File: src/rtl/rre_pkg.sv
`timescale 1ns / 1ps

package rre_pkg;

   // Field and datapath widths.
   localparam int ANGLE_BITS   = 16;
   localparam int COORD_BITS   = 16;
   localparam int CORDIC_STEPS = 16;
   localparam int CELL_BITS    = 8;
   localparam int FRAC_BITS    = 16;
   localparam int SCALE_BITS   = 8;
   localparam int CSR_IDX_BITS = 3;
   localparam int CSR_DAT_BITS = 16;

   // Angle constants in heading units.
   localparam int HALF_TURN    = 1 << (ANGLE_BITS - 1);
   localparam int QUARTER_TURN = 1 << (ANGLE_BITS - 2);

   // The rotator works in units of 2^-32 turn on a vector that starts at 2^28.
   localparam int TURN_BITS   = 32;
   localparam int CORDIC_ONE  = 28;
   localparam int CORDIC_W    = CORDIC_ONE + 3;
   localparam int ZW          = TURN_BITS + 2;
   localparam int MAG_W       = CORDIC_ONE + 2;
   localparam int TABLE_LEN   = 24;

   // Quotients are only needed up to a bound past any coordinate.
   localparam int QBITS       = COORD_BITS + 2;
   localparam int NUM_W       = COORD_BITS + MAG_W;
   localparam int DIV_LAT     = QBITS + 1;

   // Register indexes on the write port.
   localparam logic [CSR_IDX_BITS-1:0] REG_CELL_SCALE  = 3'd0;
   localparam logic [CSR_IDX_BITS-1:0] REG_LEFT_EDGE   = 3'd1;
   localparam logic [CSR_IDX_BITS-1:0] REG_RIGHT_EDGE  = 3'd2;
   localparam logic [CSR_IDX_BITS-1:0] REG_TOP_EDGE    = 3'd3;
   localparam logic [CSR_IDX_BITS-1:0] REG_BOTTOM_EDGE = 3'd4;

   // Kind of ray: the four straight headings and everything else.
   typedef enum logic [2:0] {
      DIR_NORTH = 3'd0,
      DIR_SOUTH = 3'd1,
      DIR_WEST  = 3'd2,
      DIR_EAST  = 3'd3,
      DIR_SLANT = 3'd4
   } dir_type;

   // Per-item data that rides along with the rotator and the dividers.
   typedef struct packed {
      logic [COORD_BITS-1:0] bx;
      logic [COORD_BITS-1:0] by;
      dir_type               dir;
      logic                  upper;
      logic                  east;
   } side_type;

   typedef struct packed {
      side_type side;
      logic     yneg;
      logic     xneg;
   } side2_type;

   // atan(2^-i) in units of 2^-32 turn.
   function automatic logic [TURN_BITS-1:0] atan_at(input int i);
      logic [TURN_BITS-1:0] r;
      unique case (i)
         0:  r = 32'd536870912;
         1:  r = 32'd316933406;
         2:  r = 32'd167458907;
         3:  r = 32'd85004756;
         4:  r = 32'd42667331;
         5:  r = 32'd21354465;
         6:  r = 32'd10679838;
         7:  r = 32'd5340245;
         8:  r = 32'd2670163;
         9:  r = 32'd1335087;
         10: r = 32'd667544;
         11: r = 32'd333772;
         12: r = 32'd166886;
         13: r = 32'd83443;
         14: r = 32'd41722;
         15: r = 32'd20861;
         16: r = 32'd10430;
         17: r = 32'd5215;
         18: r = 32'd2608;
         19: r = 32'd1304;
         20: r = 32'd652;
         21: r = 32'd326;
         22: r = 32'd163;
         23: r = 32'd81;
         default: r = '0;
      endcase
      return r;
   endfunction

endpackage

File: src/rtl/rre_cordic.sv
`timescale 1ns / 1ps

module rre_cordic (
   input  logic                                clock,
   input  logic                                enable,
   input  logic signed [rre_pkg::ZW-1:0]       angle,
   output logic        [rre_pkg::MAG_W-1:0]    cos_mag,
   output logic        [rre_pkg::MAG_W-1:0]    sin_mag
);

   localparam int N  = rre_pkg::CORDIC_STEPS;
   localparam int CW = rre_pkg::CORDIC_W;
   localparam int ZW = rre_pkg::ZW;

   logic signed [CW-1:0] x_ff [N];
   logic signed [CW-1:0] y_ff [N];
   logic signed [ZW-1:0] z_ff [N];

   // One rotation step per register stage.
   for (genvar k = 0; k < N; k++) begin : g_step
      logic signed [CW-1:0] xs, ys, x_in, y_in;
      logic signed [ZW-1:0] zs, z_in;
      logic signed [ZW-1:0] step;

      if (k == 0) begin : g_first
         assign xs = CW'(1) <<< rre_pkg::CORDIC_ONE;
         assign ys = '0;
         assign zs = angle;
      end else begin : g_next
         assign xs = x_ff[k-1];
         assign ys = y_ff[k-1];
         assign zs = z_ff[k-1];
      end

      assign step = $signed(ZW'(rre_pkg::atan_at(k)));

      always_comb begin
         if (zs >= 0) begin
            x_in = xs - (ys >>> k);
            y_in = ys + (xs >>> k);
            z_in = zs - step;
         end else begin
            x_in = xs + (ys >>> k);
            y_in = ys - (xs >>> k);
            z_in = zs + step;
         end
      end

      always_ff @(posedge clock) begin
         if (enable) begin
            x_ff[k] <= x_in;
            y_ff[k] <= y_in;
            z_ff[k] <= z_in;
         end
      end
   end

   // Negative results count as zero.
   assign cos_mag = x_ff[N-1][CW-1] ? '0 : x_ff[N-1][rre_pkg::MAG_W-1:0];
   assign sin_mag = y_ff[N-1][CW-1] ? '0 : y_ff[N-1][rre_pkg::MAG_W-1:0];

endmodule

File: config.mk
export PLATFORM = sky130hd
export DESIGN_NAME = rre_cordic
export DESIGN_NICKNAME = d
export VERILOG_FILES = /design/src/rtl/rre_pkg.sv /design/src/rtl/rre_cordic.sv
export SDC_FILE = /design/constraint.sdc
export NUM_CORES = 2
export LEC_CHECK = 0
export BUFFER_PORTS_ARGS = -buffer_cell sky130_fd_sc_hd__buf_2
export CAP_MARGIN = 20
export CORE_ASPECT_RATIO = 0.5
export CORE_UTILIZATION = 50
export CTS_BUF_LIST = sky130_fd_sc_hd__clkbuf_4
export DETAILED_ROUTE_END_ITERATION = 10
export PLACE_DENSITY = 0.71
export SYNTH_ARGS = -nofsm -noshare
export SYNTH_HDL_FRONTEND = slang
export SYNTH_SLANG_ARGS = --single-unit
File: constraint.sdc
create_clock -name clock -period 8.1 [get_ports clock]
set_input_delay 0.405 -clock clock [delete_from_list [all_inputs] [get_ports clock]]
set_output_delay 0.405 -clock clock [all_outputs]
set_load 0.005 [all_outputs]
After elaboration in Yosys (flattened, before gate mapping):

Memories as Yosys holds them, arrays and structs flattened.
Cells that the tools add are included.

* flip-flop bits (word level): 0
* RAM bits: 1536
* memories: 3
* input bits: 36

* $lt $le $gt $ge: 16
* $add $sub $neg: 92
* mux-type cells: 51

Memory list
* z_ff: depth 16, width 34, rd ports 15, clocked after memory_dff 0, write ports 16, RTL line rre_cordic.sv:17 `logic signed [ZW-1:0] z_ff [N];`
* x_ff: depth 16, width 31, rd ports 16, clocked after memory_dff 0, write ports 16, RTL line rre_cordic.sv:15 `logic signed [CW-1:0] x_ff [N];`
* y_ff: depth 16, width 31, rd ports 16, clocked after memory_dff 0, write ports 16, RTL line rre_cordic.sv:16 `logic signed [CW-1:0] y_ff [N];`

Operators by type and width (count)
* $mux W31: 31
* $ge A34 B1 Y1 const B: 16
* $mux W34: 16
* $add A31 B16 Y31: 2
* $add A31 B17 Y31: 2
* $add A31 B18 Y31: 2
* $add A31 B19 Y31: 2
* $add A31 B20 Y31: 2
* $add A31 B21 Y31: 2
* $add A31 B22 Y31: 2
* $add A31 B23 Y31: 2
* $add A31 B24 Y31: 2
* $add A31 B25 Y31: 2
* $add A31 B26 Y31: 2
* $add A31 B27 Y31: 2
* $add A31 B28 Y31: 2
* $add A31 B29 Y31: 2
* $add A31 B30 Y31: 2
* $sub A31 B16 Y31: 2
* $sub A31 B17 Y31: 2
* $sub A31 B18 Y31: 2
* $sub A31 B19 Y31: 2
* $sub A31 B20 Y31: 2
* $sub A31 B21 Y31: 2
* other kinds (43): 54

Longest topological paths before layout:

An unclocked memory read counts as a cell.

* word-level depth: 3
* gate-level depth with buffers: 24
* depth with buffers taken out: 23

Worst setup path after synthesis:

No wires, ideal clock.

* path type: register to register
* from: memory z_ff[0][210] in the netlist's numbering
* to: memory z_ff[0][268] in the netlist's numbering, data pin
* stages on the path, launching flop included: 21
* path buffers: 2
* clock period less this slack: 6.085 ns
* arrival: 5.822 ns
* setup time: 0.262 ns
* setup slack: 2.015 ns
* path through: edfxtp_1 or4_1 or3_1 nor2_1 nand2_1 nand2_1 buf_1 buf_1 inv_1 fa_1 nor2b_1 o21ai_0 a21boi_0 o21ai_0 a21o_1 a21boi_0 o21ai_0 o41ai_1 a2111oi_0 o21bai_1 xor2_1

RTL lines (RTL line)
* from (decl): rre_cordic.sv:17

==> results.md <==
* Run status: finished with violations
* Failing checks: design-rule violations
* Yosys reg bits at 1168
* Synth Flop Type: edfxtp_1
* Final setup fails at 0
* Met3 usage at 2.978%
* Synth Cell Area at 93600 sq um
* Slew Limit Headroom at 27.42%
* Avg Cell Area, Syn at 9.892 sq um
* Layout Utilization at 54.90%
* Startpoint Class: register
* CP Max Fanout at 38
* DIE HEIGHT at 307.9 um
* Crit path time final at 6120 ps
* Final Cycle Share at 75.55%
* Area grow syn2layout at 8.265%
* Hold crit path type: input port to register
* Max Slew Vio Count at 0
* Via count at 70.50k
* Die Wd at 613.9 um
* Die area at 189000 sq um
* CP arrival at 7040 ps
* Yosys cell types at 86
* Worst Setup End Kind: register
* Number of remaining DRC errors at 26
* Initial DRC count at 3763
* Routed WL per cell at 16.51 um
* Initial antenna violation count at 1
* Layout cell share with drive strength beyond 1 at 7.062%
* Post-synth ARST share at 0%
* Top cells by area, synth: edfxtp_1 37%, ha_1 14%, xnor2_1 8.1%
* M2 GR Usage at 38.33%
* Crit Path Class: register to register
* Largest area contributor in the netlist: edfxtp_1
* Postcts setup bufs at 0
* Tightest Pin Transition at 1079 ps
* Share of the synthesized area in the top cell type at 37.47%
* CTS Buf Count at 295
* YS warnings at 0
* Final hold vios at 0
* First-pass DRT Iterations at 9
* Syn Inst Count at 9462
* RSZ-0062 raised after global routing: false
* Dpl hpwl at 161700 um
* Worst endpoint required time at 9020 ps
* TNS Setup at 0 ps
* Clk pin slew, worst setup/hold paths at 80 ps
* Routed WL at 206900 um
* Met1 usage at 25.88%
* First-pass GRT wire length at 336900 um
* H-Tree Depth at 5
* TritonCTS clock tree: built
* Vias in the first global route at 68.21k
* Max Buffers Root-to-Sink at 4
* Clock Sinks at 1168
* Routability cong. at 0.9323
* Skew final at 117.9 ps
* GRT Max-Usage Layer: met2
* Nets@finish at 10.99k
* Clk root buf: clkbuf_4
* Starting Density at 50.71%
* List of most frequent post-synthesis cells: 1168 x edfxtp_1, 1076 x ha_1, 918 x a21oi_1
* Largest net degree at the start of global routing at 163
* Mapped Nets at 10.62k
* Port Buffer Count at 95
* Reg2reg setup slack at 1980 ps
* Drt via density at 5.627
* Io pins at 96
* Core Box Area at 184600 sq um
* Final ANT Viol Nets at 0
* Number of synthesized flops with an enable pin at 1168
* Skew-Pair Late Insertion Delay at 1190 ps
* Register area share after synthesis at 37.47%
* Maxcap violations at 0
* Row cnt at 111
* Total gr overflow at 0
* Top-count cell post-synth: edfxtp_1
* Max Freq at 163.4 MHz
* All-Layer GR Usage at 21.51%
cells in the final DEF (no fill, tap or decap), drive strengths merged, types with 50 or more instances in the layout:
cell type and count:
a211oi 62, a21boi 50, a21o 486, a21oi 919
a31oi 78, and3 86, buf 143, clkbuf 397
clkinv 88, dlygate4sd3 67, edfxtp 1168, ha 1076
inv 473, nand2 513, nand2b 136, nand3 171
nand4 101, nor2 592, nor2b 203, nor3 194
nor4 147, o21a 124, o21ai 533, o21bai 163
o31ai 91, or3 52, xnor2 866, xor2 471
metrics by stage:
| step | hold WS (ps) | worst slack (ps) | area [sq um] | cells |
|---|---|---|---|---|
| floorplan | 426.8 | 2015 | 93600 | 9462 |
| global placement | 448.8 | 2190 | 97140 | 11960 |
| detailed placement | 449.9 | 2071 | 97140 | 11960 |
| CTS | 40.57 | 1982 | 101300 | 12530 |
| global route | 93.27 | 1435 | 101300 | 12530 |
| finish | 186.8 | 1980 | 101300 | 12530 |
sequential cells by signal (all words and copies together), names as in the netlist:
| signal | count |
|---|---|
| x_ff | 344 |
| z_ff | 477 |
| y_ff | 347 |
critical path, stage by stage (launching register included):
cell,delay (ps)
edfxtp_1,410
or4_1,550
or3_1,440
nor2_1,210
nand2_1,140
nand2_4,450
inv_1,380
fa_1,500
nor2b_1,120
o21ai_0,90
a21boi_0,250
o21ai_0,150
a21o_1,200
a21boi_0,230
o21ai_0,220
o41ai_1,870
a2111oi_0,270
o21bai_1,260
xor2_1,110
repair_timing:
| action | in CTS | in global routing |
|---|---|---|
| endpoints found under the hold margin | 129 | 0 |
| resized for setup | 0 | 0 |
| hold buffers | 67 | 0 |
kinds of logic after synthesis:
kind of cell             after synthesis  synth area share [%]
AO/OA/AOI/OAI                       2814                 19.06
AND/OR/NAND/NOR                     2383                 12.76
XOR/XNOR                            1337                 12.52
flip-flops                          1168                 37.47
adder cells (fa/ha/maj)             1117                 15.26
buffers and inverters                596                 2.394
multiplexers                          47                0.5294
routing by layer:
metal	vias to the layer above	wire length [um]
met5	-	0
met1	32260	91250
li1	36240	-
met2	1497	99460
met3	502	7442
met4	0	8721
cell type report:
cell class                 instances  area, sq um
timing repair buffer             210         1529
tap                             2486         3110
sequential                      1168        35070
clock inverter                    99        536.8
multi-input combinational       7698        56340
inverter                         467         1753
fill                           16390        83240
clock buffer                     397         2980
antenna                            3        7.507
worst paths after layout:
check | from | endpoint | cells past startpoint
max reg2reg | z_ff[0][210] | z_ff[0][268] | 18
min | angle[29] | z_ff[0][30] | 3
min reg2reg | z_ff[1][68] | z_ff[1][102] | 0
max | z_ff[0][210] | z_ff[0][268] | 18
Power is left out: the tool's default activity adds up to more than one toggle a clock period on the data nets, which glitch-free logic cannot reach.
