**src/rtl/rre_pkg.sv**
```systemverilog
`timescale 1ns / 1ps

package rre_pkg;

   // Field and datapath widths.
   localparam int ANGLE_BITS   = 16;
   localparam int COORD_BITS   = 16;
   localparam int CORDIC_STEPS = 16;
   localparam int CELL_BITS    = 8;
   localparam int FRAC_BITS    = 16;
   localparam int SCALE_BITS   = 8;
   localparam int CSR_IDX_BITS = 3;
   localparam int CSR_DAT_BITS = 16;

   // Angle constants in heading units.
   localparam int HALF_TURN    = 1 << (ANGLE_BITS - 1);
   localparam int QUARTER_TURN = 1 << (ANGLE_BITS - 2);

   // The rotator works in units of 2^-32 turn on a vector that starts at 2^28.
   localparam int TURN_BITS   = 32;
   localparam int CORDIC_ONE  = 28;
   localparam int CORDIC_W    = CORDIC_ONE + 3;
   localparam int ZW          = TURN_BITS + 2;
   localparam int MAG_W       = CORDIC_ONE + 2;
   localparam int TABLE_LEN   = 24;

   // Quotients are only needed up to a bound past any coordinate.
   localparam int QBITS       = COORD_BITS + 2;
   localparam int NUM_W       = COORD_BITS + MAG_W;
   localparam int DIV_LAT     = QBITS + 1;

   // Register indexes on the write port.
   localparam logic [CSR_IDX_BITS-1:0] REG_CELL_SCALE  = 3'd0;
   localparam logic [CSR_IDX_BITS-1:0] REG_LEFT_EDGE   = 3'd1;
   localparam logic [CSR_IDX_BITS-1:0] REG_RIGHT_EDGE  = 3'd2;
   localparam logic [CSR_IDX_BITS-1:0] REG_TOP_EDGE    = 3'd3;
   localparam logic [CSR_IDX_BITS-1:0] REG_BOTTOM_EDGE = 3'd4;

   // Kind of ray: the four straight headings and everything else.
   typedef enum logic [2:0] {
      DIR_NORTH = 3'd0,
      DIR_SOUTH = 3'd1,
      DIR_WEST  = 3'd2,
      DIR_EAST  = 3'd3,
      DIR_SLANT = 3'd4
   } dir_type;

   // Per-item data that rides along with the rotator and the dividers.
   typedef struct packed {
      logic [COORD_BITS-1:0] bx;
      logic [COORD_BITS-1:0] by;
      dir_type               dir;
      logic                  upper;
      logic                  east;
   } side_type;

   typedef struct packed {
      side_type side;
      logic     yneg;
      logic     xneg;
   } side2_type;

   // atan(2^-i) in units of 2^-32 turn.
   function automatic logic [TURN_BITS-1:0] atan_at(input int i);
      logic [TURN_BITS-1:0] r;
      unique case (i)
         0:  r = 32'd536870912;
         1:  r = 32'd316933406;
         2:  r = 32'd167458907;
         3:  r = 32'd85004756;
         4:  r = 32'd42667331;
         5:  r = 32'd21354465;
         6:  r = 32'd10679838;
         7:  r = 32'd5340245;
         8:  r = 32'd2670163;
         9:  r = 32'd1335087;
         10: r = 32'd667544;
         11: r = 32'd333772;
         12: r = 32'd166886;
         13: r = 32'd83443;
         14: r = 32'd41722;
         15: r = 32'd20861;
         16: r = 32'd10430;
         17: r = 32'd5215;
         18: r = 32'd2608;
         19: r = 32'd1304;
         20: r = 32'd652;
         21: r = 32'd326;
         22: r = 32'd163;
         23: r = 32'd81;
         default: r = '0;
      endcase
      return r;
   endfunction

endpackage

```
**src/rtl/rre_divider.sv**
```systemverilog
`timescale 1ns / 1ps

module rre_divider (
   input  logic                            clock,
   input  logic                            enable,
   input  logic [rre_pkg::NUM_W-1:0]       num,
   input  logic [rre_pkg::MAG_W-1:0]       den,
   output logic [rre_pkg::QBITS:0]         quot
);

   localparam int QB = rre_pkg::QBITS;
   localparam int MW = rre_pkg::MAG_W;
   localparam int NW = rre_pkg::NUM_W;

   logic [MW-1:0] rem_ff [QB+1];
   logic [QB-1:0] low_ff [QB+1];
   logic [QB-1:0] q_ff   [QB+1];
   logic [MW-1:0] den_ff [QB+1];
   logic          ovf_ff [QB+1];

   logic          ovf_in;
   logic [MW-1:0] den_in;

   // Quotients at or past the bound saturate; a zero divisor saturates too
   // unless the dividend is zero, which gives zero.
   always_comb begin
      if (den == '0) begin
         ovf_in = (num != '0);
         den_in = MW'(1);
      end else begin
         ovf_in = ((MW + QB)'(num) >= {den, {QB{1'b0}}});
         den_in = den;
      end
   end

   always_ff @(posedge clock) begin
      if (enable) begin
         rem_ff[0] <= MW'(num >> QB);
         low_ff[0] <= num[QB-1:0];
         q_ff[0]   <= '0;
         den_ff[0] <= den_in;
         ovf_ff[0] <= ovf_in;
      end
   end

   // Restoring division, one quotient bit per stage.
   for (genvar k = 0; k < QB; k++) begin : g_bit
      logic [MW:0] trial;
      logic        ge;

      assign trial = {rem_ff[k], low_ff[k][QB-1]};
      assign ge    = (trial >= {1'b0, den_ff[k]});

      always_ff @(posedge clock) begin
         if (enable) begin
            rem_ff[k+1] <= ge ? MW'(trial - {1'b0, den_ff[k]}) : trial[MW-1:0];
            low_ff[k+1] <= {low_ff[k][QB-2:0], 1'b0};
            q_ff[k+1]   <= {q_ff[k][QB-2:0], ge};
            den_ff[k+1] <= den_ff[k];
            ovf_ff[k+1] <= ovf_ff[k];
         end
      end
   end

   assign quot = ovf_ff[QB] ? {1'b1, {QB{1'b0}}} : {1'b0, q_ff[QB]};

endmodule

```
**config.mk**
```make
export PLATFORM = sky130hd
export DESIGN_NAME = rre_divider
export DESIGN_NICKNAME = d
export VERILOG_FILES = /design/src/rtl/rre_pkg.sv /design/src/rtl/rre_divider.sv
export SDC_FILE = /design/constraint.sdc
export NUM_CORES = 2
export LEC_CHECK = 0
export ABC_AREA = 1
export BUFFER_PORTS_ARGS = -buffer_cell sky130_fd_sc_hd__buf_2
export CORE_MARGIN = 1
export CORE_UTILIZATION = 25
export DETAILED_ROUTE_END_ITERATION = 10
export HOLD_SLACK_MARGIN = 0.05
export PLACE_DENSITY_LB_ADDON = 0.3
export SYNTH_ARGS = -nofsm -noshare
export SYNTH_HDL_FRONTEND = slang
export SYNTH_SLANG_ARGS = --single-unit
```
**constraint.sdc**
```tcl
create_clock -name clock -period 1.87 [get_ports clock]
set_input_delay 0.4675 -clock clock [delete_from_list [all_inputs] [get_ports clock]]
set_output_delay 0.4675 -clock clock [all_outputs]
set_load 0.02 [all_outputs]
```
**Word level (Yosys, flattened, before mapping)**

Memory sizes are Yosys's and may differ from the RTL's.
Cells that the tools add are included.

- Bits in registers: 0
- Bits in writable memories: 1,843
- Input bits: 78
- Output and inout port bits: 19
- Logic and storage cells: 67
- Memories kept: 5

Memory list:

| memory | depth | bits a word | read ports | clocked after Yosys merged registers in | wr ports | RTL line | text |
|---|---|---|---|---|---|---|---|
| den_ff | 19 | 30 | 18 | 0 | 19 | rre_divider.sv:18 | `logic [MW-1:0] den_ff [QB+1];` |
| rem_ff | 19 | 30 | 18 | 0 | 19 | rre_divider.sv:15 | `logic [MW-1:0] rem_ff [QB+1];` |
| low_ff | 19 | 18 | 18 | 0 | 19 | rre_divider.sv:16 | `logic [QB-1:0] low_ff [QB+1];` |
| q_ff | 19 | 18 | 19 | 0 | 19 | rre_divider.sv:17 | `logic [QB-1:0] q_ff [QB+1];` |
| ovf_ff | 19 | 1 | 19 | 0 | 19 | rre_divider.sv:19 | `logic ovf_ff [QB+1];` |

- Add/sub/neg operators: 18
- Order comparisons: 19
- Mux-type cells: 23
- Reduce and logical (&&, ||, !) cells: 2

Operators by type and width:

| operator | count |
|---|---|
| 30-bit 2-to-1 mux | 19 |
| 31-bit by 30-bit greater-or-equal comparator with 1-bit output | 18 |
| 30-bit subtractor | 18 |
| 46-bit by 48-bit greater-or-equal comparator with 1-bit output | 1 |
| 46-bit nonzero test | 1 |
| 30-bit zero test | 1 |
| 19-bit 2-to-1 mux | 1 |
| 1-bit 2-to-1 mux | 3 |

**Depth between registers and ports, before layout**

- Depth after elaboration: 2
- Mapped depth: 15
- Gate-level depth less buffers: 14

**Worst setup path after synthesis**

OpenSTA, ideal clock, no wires.

- Kind: reg-to-reg
- Start point: memory rem_ff[2][1] (netlist name)
- End point: memory rem_ff[3][27] (netlist name) (data pin)
- Arrival time: 1.761 ns
- Slack: -0.144 ns
- Cell stages (with the launch flop): 12
- Path buffers: 1
- Period minus slack after synthesis: 2.014 ns
- Cells stage by stage: edfxtp_1 > ha_1 > or2_2 > nand3_1 > nand2_1 > nand2_1 > nand2_1 > nand2_1 > nand3_2 > buf_4 > nand3_1 > nand2_1

RTL lines:

| item | RTL line |
|---|---|
| from (decl) | rre_divider.sv:15 |

==> out/metrics.csv <==
metric,value,unit
rsz0062_at_grt,yes,
hp-class,input pin to flop,
rows,225,
initial_core_util,25.14,%
place.gp.congestion,0.9243,
vias_per_cell,4.277,
synth_nets,12956,
antenna_found_initial,8,
layout_commonest_cell,buf_4,
internal_power,139900,uW
synth-seq-cells,1439,
crit_fanout,5,
synth-adder-area-share,7.869,%
setup_ws,-512.8,ps
grt-ovfl-total,0,
worstPathArrival,3030,ps
dr.pass1.iters,5,
hold_violations,0,
grt.total_usage,17.99,%
grt_first_pass_wirelength,525900,microns
ir_drop,0.0009821,V
syn_area,0.09448,sq mm
hpwlAfterDp,279800,microns
insertion_delay,930,ps
slew_headroom,68.00,%
coreArea,0.3758,sq mm
multiInputGateArea,0.05506,sq mm
die_height,616.8,microns
yosys.area_share.simple,30.19,%
yosys_warnings,0,
seq_area,0.04321,sq mm
worstMarginPinSlew,480.0,ps
status,"finished, violations left",
ys.flop_type,edfxtp_1,
drtAntennaViolNets,0,
synth.mux.area_fraction,0,%
synth_area_leaders,"edfxtp_1 46%, nand2_1 18%, inv_1 11%",
die_area,0.3804,sq mm
wire_per_inst,16.68,microns
slew_violations,0,
dieWidth,616.8,microns
fin_crit_sh,127.4,%
synth_top_family_by_area,simple AND/OR/NAND/NOR gates,
via_count,92255,
failed_checks,negative setup slack,
grt_start_max_net_pins,47,
syn_avg_cell_area,7.685,sq um
yosysSeqAreaShare,45.74,%
synth_top_area_share,45.74,%
setup_viol,546,
cts_buffer_depth,4,
p_comb_share,62.6,%
synth-compound-area-share,2.380,%
ctsHtreeMaxLevel,4,
p_sw_share,41.22,%
finalClockSkew,115.6,ps
drv_cap,0,
synth_edf_count,1439,
clock_power_share,14.9,%
drt_iter0_markers,5701,
fmax,419.7,MHz
power_density,1535,mW/mm^2
synth_cell_type_count,39,
io_pins,97,
route.detailed.drc,0,
syn2layout_area_growth,64.07,%
wl,359800,microns
drive_above_1_share,42.31,%
final.min_clock_period,2383,ps
synth_xor_area_share,2.058,%
cts_root_buffer,clkbuf_16,
layout_common_cells,"3566 x buf_4, 3524 x nand2_1, 2359 x inv_1",
portBuffers,96,
nets,17094,
power_frac_seq,22.5,%
async_flop_share,0,%
net-switching-power,98100,uW
cp-end-kind,flop,
holdWs,319.8,ps
cts_tree,yes,
cts.clk_slew.worst_paths,60,ps
grt_pass1_vias,89593,
cp.required,2510,ps
cts_sinks,1439,
fillers,37311,
worstSetupPathType,flop to flop,
yosys.area.top_type,edfxtp_1,
startpoint_type,flop,
synth_cells,12294,
p_leak,0.07624,uW
pre_cts_ws,-852.5,ps
numCtsBuffers,179,
-- synthesized netlist by cell type, types with 38 or more instances --
cell type     n
nand2_1    4410
inv_1      2667
edfxtp_1   1439
nand3_1    1226
nor2_1      703
ha_1        567
a21oi_1     260
xor2_1      198
nand4_1     136
nand3b_1     76
nor3_1       72
o21ai_0      64
and2_1       52
buf_6        41
o21ai_1      39
buf_4        38
-- final timing paths --
path	to	cells past startpoint	slack, ps	start
setup / recovery	rem_ff[13][2]$_DFFE_PP_	13	-510	den_ff[12][10]$_DFFE_PP_
hold / removal	den_ff[0][4]$_SDFFCE_PP0P_	2	320	den[4]
setup reg to reg	rem_ff[13][2]$_DFFE_PP_	13	-510	den_ff[12][10]$_DFFE_PP_
hold reg to reg	low_ff[4][10]$_DFFE_PP_	0	340	low_ff[3][9]$_DFFE_PP_
-- metrics by stage --
step | instances | instance area (sq um) | power (uW) | utilization, % | setup TNS [ps]
after global placement | 20391 | 129300 | 168600 | 34.40 | -250410
after CTS | 21253 | 147000 | 224800 | 39.12 | -210780
after detailed placement | 20391 | 129300 | 169200 | 34.40 | -252440
after global routing | 21569 | 155000 | 253700 | 41.25 | -253100
after floorplan | 12294 | 98750 | 110400 | - | -26640
final | 21569 | 155000 | 238000 | 41.25 | -207710
-- repair_timing --
item	CTS	global route
buffers inserted	418	307
hold buffers	77	0
endpoints found under the hold margin	80	0
setup endpoints to repair	546	548
resized for setup	1491	1464
pin swaps	449	589
cloned	56	25
-- worst max-delay path, cell delays in order, from the launching register on --
cell and delay, ps:
edfxtp_1 510, inv_2 80, ha_4 330, nand2_4 60, inv_2 50, nand2_2 60
inv_2 70, nand2_2 70, nor3_2 170, nand2_1 140, nand3_4 150, buf_6 170
buf_8 150, o21ai_2 50
-- metal layers --
metal  global-route usage (%)  vias up  share of wire, %
met2                    32.85     1791                51
met1                    22.00    42874                42
met4                    6.065        0               3.8
met3                    1.657      533               3.6
li1                         -    47057                 -
met5                        0        -                 0
-- power groups by stage --
stage | Combinational [uW] | Sequential (uW) | Clock (uW)
6_report | 149000 | 53600 | 35500
3_3_place_gp | 115000 | 54000 | 0
4_1_cts | 134000 | 53700 | 36700
5_1_grt | 162000 | 54100 | 37800
2_1_floorplan | 60300 | 50100 | 0
3_5_place_dp | 115000 | 54000 | 0
-- cells by family (layout without fill, tap and decap cells) --
| kind of cell | Yosys count | count (layout) |
|---|---|---|
| simple gates | 6807 | 6812 |
| buf+inv | 2831 | 7106 |
| flops | 1439 | 1439 |
| fa+ha+maj | 584 | 584 |
| compound gates | 411 | 411 |
| xor+xnor | 222 | 222 |
| other cells | 0 | 1 |
-- final cells by class --
class | instances | area share, %
tap | 4994 | 4.031
clock buffer | 200 | 2.982
timing repair buffer | 4098 | 22.21
antenna | 1 | 0.001614
inverter | 2685 | 6.523
clock inverter | 123 | 0.8628
multi-input combinational | 8029 | 35.52
sequential | 1439 | 27.88
-- sequential cells by signal, indices dropped and copies added (netlist names) --
name,count
den_ff,540
rem_ff,538
low_ff,171
q_ff,171
ovf_ff,19
Power figures use the tool's default switching activity.
